==> config.mk <==
export PLATFORM = sky130hd
export DESIGN_NAME = mlp_ser_mul
export DESIGN_NICKNAME = d
export VERILOG_FILES = /design/src/rtl/mlp_relu_inference_unit_assert.svh /design/src/rtl/mlp_pkg.sv /design/src/rtl/mlp_ser_mul.sv
export SDC_FILE = /design/constraint.sdc
export NUM_CORES = 1
export LEC_CHECK = 0
export ABC_CLOCK_PERIOD_IN_PS = 6600
export BUFFER_PORTS_ARGS = -buffer_cell sky130_fd_sc_hd__buf_2
export CAP_MARGIN = 20
export CORE_MARGIN = 1
export CORE_UTILIZATION = 40
export DETAILED_ROUTE_END_ITERATION = 6
export GPL_TIMING_DRIVEN = 0
export PLACE_DENSITY_LB_ADDON = 0.12
export SLEW_MARGIN = 20
export SYNTH_ARGS = -nofsm -noshare
export SYNTH_HDL_FRONTEND = slang
export SYNTH_SLANG_ARGS = --single-unit
==> constraint.sdc <==
create_clock -name clk -period 6.6 [get_ports clk]
set_input_delay 0.33 -clock clk [delete_from_list [all_inputs] [get_ports clk]]
set_output_delay 0.33 -clock clk [all_outputs]
set_load 0.01 [all_outputs]
==> src/rtl/mlp_relu_inference_unit_assert.svh <==
// Assertion macros for the perceptron evaluator.
// Included by the top level; needs no package.
`ifndef MLP_RELU_INFERENCE_UNIT_ASSERT_SVH
`define MLP_RELU_INFERENCE_UNIT_ASSERT_SVH
`ifndef ASSERT_OFF
`define MLP_ASSERT(lbl, clkx, rstx, prop) \
	lbl: assert property (@(posedge clkx) disable iff (!rstx) prop) \
	else $error("assertion failed");
`define MLP_NEVER(lbl, clkx, rstx, cond) \
	lbl: assert property (@(posedge clkx) disable iff (!rstx) !(cond)) \
	else $error("forbidden condition");
`else
`define MLP_ASSERT(lbl, clkx, rstx, prop)
`define MLP_NEVER(lbl, clkx, rstx, cond)
`endif
`endif

==> src/rtl/mlp_pkg.sv <==
// Shared types and constants for the perceptron evaluator.
// No dependencies.
`default_nettype none
package mlp_pkg;
	localparam int VALUE_W        = 16;
	localparam int PROD_W         = 2 * VALUE_W;
	localparam int ACC_W          = 40;
	localparam int MUL_STEPS      = VALUE_W;
	localparam int STEP_W         = $clog2(MUL_STEPS);
	localparam int MAX_INPUTS_DEF = 16;
	localparam int MAX_HIDDEN_DEF = 32;
	localparam int PADDR_W        = 4;
	localparam int CNT_W          = 9;

	localparam logic [2:0] CMD_FEAT = 3'd0;
	localparam logic [2:0] CMD_W1   = 3'd1;
	localparam logic [2:0] CMD_B1   = 3'd2;
	localparam logic [2:0] CMD_W2   = 3'd3;
	localparam logic [2:0] CMD_B2   = 3'd4;

	localparam logic [1:0] REG_READY  = 2'd0;
	localparam logic [1:0] REG_INPUTS = 2'd1;
	localparam logic [1:0] REG_HIDDEN = 2'd2;

	typedef struct packed {
		logic [2:0]                 cmd;
		logic [8:0]                 index;
		logic signed [VALUE_W-1:0] value;
		logic                       last;
	} in_word_t;

	typedef struct packed {
		logic signed [VALUE_W-1:0] score;
		logic                       saturated;
	} out_word_t;
endpackage
`default_nettype wire

==> src/rtl/mlp_ser_mul.sv <==
// Bit-serial signed 16x16 multiplier, one multiplier bit per cycle.
// Depends on mlp_pkg.
`default_nettype none
module mlp_ser_mul import mlp_pkg::*; (
	input  wire logic                       clk,
	input  wire logic                       arst_n,
	input  wire logic                       start,
	input  wire logic signed [VALUE_W-1:0] a,
	input  wire logic signed [VALUE_W-1:0] b,
	output logic                            done,
	output logic                            busy,
	output logic signed [PROD_W-1:0]        product
);
	logic signed [VALUE_W-1:0] a_q;
	logic [VALUE_W:0]          hi_q;
	logic [VALUE_W-1:0]        lo_q;
	logic [STEP_W-1:0]         cnt_q;
	logic                      run_q;
	logic                      done_q;
	logic [VALUE_W+1:0]        a_ext;
	logic [VALUE_W+1:0]        addend;
	logic [VALUE_W+1:0]        sum;

	always_comb begin
		a_ext = {{2{a_q[VALUE_W-1]}}, a_q};
		if (!lo_q[0])
			addend = '0;
		else if (cnt_q == STEP_W'(MUL_STEPS - 1))
			addend = -a_ext;
		else
			addend = a_ext;
		sum = {hi_q[VALUE_W], hi_q} + addend;
	end

	always_ff @(posedge clk or negedge arst_n) begin
		if (!arst_n) begin
			run_q  <= 1'b0;
			done_q <= 1'b0;
			cnt_q  <= '0;
		end else begin
			done_q <= 1'b0;
			if (start) begin
				run_q <= 1'b1;
				cnt_q <= '0;
			end else if (run_q) begin
				cnt_q <= cnt_q + 1'b1;
				if (cnt_q == STEP_W'(MUL_STEPS - 1)) begin
					run_q  <= 1'b0;
					done_q <= 1'b1;
				end
			end
		end
	end

	always_ff @(posedge clk) begin
		if (start) begin
			a_q  <= a;
			hi_q <= '0;
			lo_q <= b;
		end else if (run_q) begin
			hi_q <= sum[VALUE_W+1:1];
			lo_q <= {sum[0], lo_q[VALUE_W-1:1]};
		end
	end

	assign done    = done_q;
	assign busy    = run_q;
	assign product = {hi_q[VALUE_W-1:0], lo_q};
endmodule
`default_nettype wire

==> impl_metrics.csv <==
group,metric,value,unit
critical_path,reg2reg_depth,14,
yosys,synthAdderAreaFrac,7.65,%
route,first_pass_iters,4,
route,wirelength,7.22,mm
sta,skew,0.00919,ns
yosys,synth_compound_area_share,14.3,%
critical_path,cp_num_cells,14,
yosys,synth_area_leader_cell,"edfxtp_1",
floorplanning,die_x,93.8,um
sta,worst_pin_slew,0.783,ns
route,avgViaCountPerCell,5.07,
layout,post-route-util,48.2,%
sta,fmax,266,MHz
global_routing,antenna_found_initial,0,
floorplanning,ios,69,
critical_path,endpoint_kind,"flop",
layout,area_growth_syn_to_layout,17.0,%
yosys,syn_inst,335,
clock_tree,clock_path_buffers,2,
global_routing,grt_max_degree,19,
yosys,synth_top_family_by_area,"simple AND/OR/NAND/NOR gates",
global_routing,overflow,0,
critical_path,timing.critical_path.mode_cell,"and2_1",
critical_path,critPathLaunch,"a_q[3]$_DFFE_PP_",
critical_path,r2r_slack,2.84,ns
floorplanning,start_util,41.2,%
critical_path,worstSetupPathType,"reg -> reg",
sta,relSlewSlack,47.6,%
layout,drive_above_1_share,27.2,%
pwr,ir_drop,98.6,uV
critical_path,endpoint,"hi_q[16]$_SDFFE_PP0P_",
sta,finalHoldViolations,0,
yosys,synth-main-ff-cell,"edfxtp_1",
yosys,synth-seq-cells,55,
sta,fin_setup_tns,0,ns
global_routing,grt_use_total,17.4,%
yosys,synthMuxAreaShare,7.17,%
hold_path,hold_path.class,"in -> reg",
yosys,yosysSeqAreaShare,43.1,%
clock_tree,post-cts-setup-buffers,0,
critical_path,crit_path_start_kind,"flop",
clock_tree,clk_pin_slew_worst_paths,0.10,ns
critical_path,path_buf_inv,0,
flow_run,maxCapViolations,0,
route,ant_nets,0,
yosys,syn_area_per_cell,10.1,um^2
layout,nNetsFinal,466,
clock_tree,clock-sinks,55,
critical_path,max_stage_delay,0.47,ns
clock_tree,cts_buffers,5,
yosys,synth_edf_count,32,
floorplanning,die-area,8790,um^2
sta,maxSlewViolCount,0,
yosys,synth_top_cell_area_share,28.5,%
yosys,yosys_warnings,0,
yosys,synth_cell_types,54,
global_routing,grt_first_pass_wirelength,11.8,mm
place,place_congestion,0.810,
run_status,run_status,"completed",
critical_path,slowest_stage,"edfxtp_1",
sta,holdWs,0.183,ns
route,drcViolationCount,0,
yosys,syn_nets,390,
floorplanning,core,8180,um^2
floorplanning,die_height,93.8,um
sta,fin_crit_sh,57.0,%
layout,fill_cells,797,
route,initialDrtViolationCount,107,
sta,min_period,3.76,ns
place,port_buffers,68,
critical_path,worstPathCellList,"nor4_2 > and2_1 > nand2_1 > nor3_1 > nor2_1 > xnor2_1 > and2_1 > ha_1 > and3_1 > a221o_1 > a21o_1 > a31oi_1 > mux2i_1 > mux2_1",
yosys,synth_simple_gate_area_share,16.2,%
route,wire_per_inst,14.0,um
global_routing,grt_pass1_vias,2471,
layout,diodes,0,
critical_path,cpLargestDelayFamily,"simple AND/OR/NAND/NOR gates",
route,vias,2619,
sta,setup_viol,0,
clock_tree,htree_num_levels,2,
critical_path,critical_path_arrival,3.97,ns
critical_path,rr_startpoint,"a_q[3]$_DFFE_PP_",
clock_tree,post_cts_resized,0,
pwr,power_leakage,1.78,nW
place,dpl.hpwl,5.51,mm
pwr,power_density,259,nW/um^2
yosys,syn_area,3370,um^2
floorplanning,num_rows,33,
critical_path,r2r_end,"hi_q[16]$_SDFFE_PP0P_",
sta,grt_setup_unrepaired,"no",
clock_tree,cts_root_buffer,"clkbuf_8",
critical_path,path_max_fanout,8,
critical_path,cp.required,6.81,ns
yosys,synth_xor_xnor_area_share,5.72,%
yosys,synth-async-reset-ratio,10.9,%
clock_tree,clock_latency,0.32,ns
clock_tree,cts_tree,"built",
yosys,synthTopCellsByArea,"edfxtp_1 29%, dfxtp_1 10%, ha_1 7.1%",
==> through the flow <==
stage                     total power, mW  instances  instance area (um^2)  setup WS (ns)
after floorplan                     0.729        335                  3370           3.25
after global placement              0.823        508                  3840           2.91
after detailed placement            0.830        508                  3840           2.88
after CTS                            1.03        517                  3940           2.87
after global routing                 1.09        517                  3940           2.43
final                                1.02        517                  3940           2.84
==> kinds of logic after synthesis <==
| family | after synthesis |
|---|---|
| simple gates | 108 |
| compound gates | 72 |
| flops | 55 |
| buf+inv | 36 |
| xor+xnor | 22 |
| mux | 22 |
| fa+ha+maj | 20 |
==> placed cells by master (no fill, tap or decap), types with 3 or more instances in the layout <==
master,n
a21boi_0,6
a21o_1,7
a21oi_1,16
and2_1,11
buf_2,68
buf_4,16
clkbuf_1,9
clkbuf_8,5
dfrtp_1,6
dfxtp_1,17
edfxtp_1,32
ha_1,19
inv_1,10
mux2_2,16
mux2i_1,5
nand2_1,21
nand2b_1,5
nand3_1,4
nor2_1,32
nor2b_1,8
nor3_1,10
nor3b_1,3
o21ai_0,17
or3_1,5
xnor2_1,10
xor2_1,12
==> area by class of cell <==
type	instances	area, um^2	area share, %
Multi-Input combinational cell	244	1720	43.7
Sequential cell	55	1450	36.8
Timing Repair Buffer	69	350	8.89
Buffer	26	158	4.00
Tap cell	105	131	3.33
Clock buffer	5	68.8	1.75
Inverter	10	37.5	0.952
Clock inverter	3	22.5	0.571
==> power breakdown <==
part | internal, mW | switching, mW | leakage, nW | total, mW
sequential | 0.418 | 0.0427 | 0.544 | 0.461
combinational | 0.184 | 0.177 | 1.19 | 0.362
clock | 0.0765 | 0.123 | 0.0437 | 0.199
total | 0.679 | 0.343 | 1.78 | 1.02
==> metal layers <==
layer | GRT usage [%] | part of all wire (%)
met1 | 24.3 | 51
met2 | 28.3 | 44
met3 | 2.67 | 3.8
met4 | 3.85 | 0.98
met5 | 0 | 0
==> registers in the layout (all words and copies together), names as in the netlist <==
| signal | count |
|---|---|
| lo_q | 16 |
| busy | 1 |
| hi_q | 17 |
| done | 1 |
| a_q | 16 |
| cnt_q | 4 |
==> Yosys cell counts (all sizes together), types with 2 or more instances <==
master,n
edfxtp,32
nor2,32
nand2,21
ha,19
o21ai,19
a21oi,18
buf,17
dfxtp,17
mux2,17
xor2,12
and2,11
inv,10
nor3,10
xnor2,10
clkbuf,9
nor2b,8
a21o,7
a21boi,6
dfrtp,6
mux2i,5
nand2b,5
or3,5
nand3,4
nor3b,3
a2111o,2
a211o,2
a211oi,2
and3,2
nor4,2
o211ai,2
o21a,2
o31ai,2
==> worst reg2reg max path: stages, from the launching register on <==
cell and delay [ns]:
edfxtp_1 0.47, nor4_2 0.38, and2_1 0.25, nand2_1 0.11, nor3_1 0.24, nor2_1 0.09
xnor2_1 0.13, and2_1 0.15, ha_1 0.38, and3_1 0.22, a221o_1 0.33, a21o_1 0.18
a31oi_1 0.17, mux2i_1 0.22, mux2_1 0.33
==> worst min-delay path by stage <==
| stage | slack, ns | start | end | cells past startpoint |
|---|---|---|---|---|
| 6_report | 0.18 | a[10] | a_q[10]$_DFFE_PP_ | 1 |
| 5_1_grt | 0.17 | a[1] | a_q[1]$_DFFE_PP_ | 1 |
| 4_1_cts | 0.17 | a[10] | a_q[10]$_DFFE_PP_ | 1 |
| 3_5_place_dp | 0.16 | arst_n | cnt_q[1]$_DFFE_PN0P_ | 1 |
| 3_3_place_gp | 0.16 | arst_n | cnt_q[0]$_DFFE_PN0P_ | 1 |
| 2_1_floorplan | 0.03 | arst_n | busy$_DFF_PN0_ | 0 |
==> what timing repair did <==
action	in CTS	in global routing
setup endpoints to repair	0	0
hold buffers	1	0
endpoints found under the hold margin	6	0
Power figures use the tool's default switching activity.
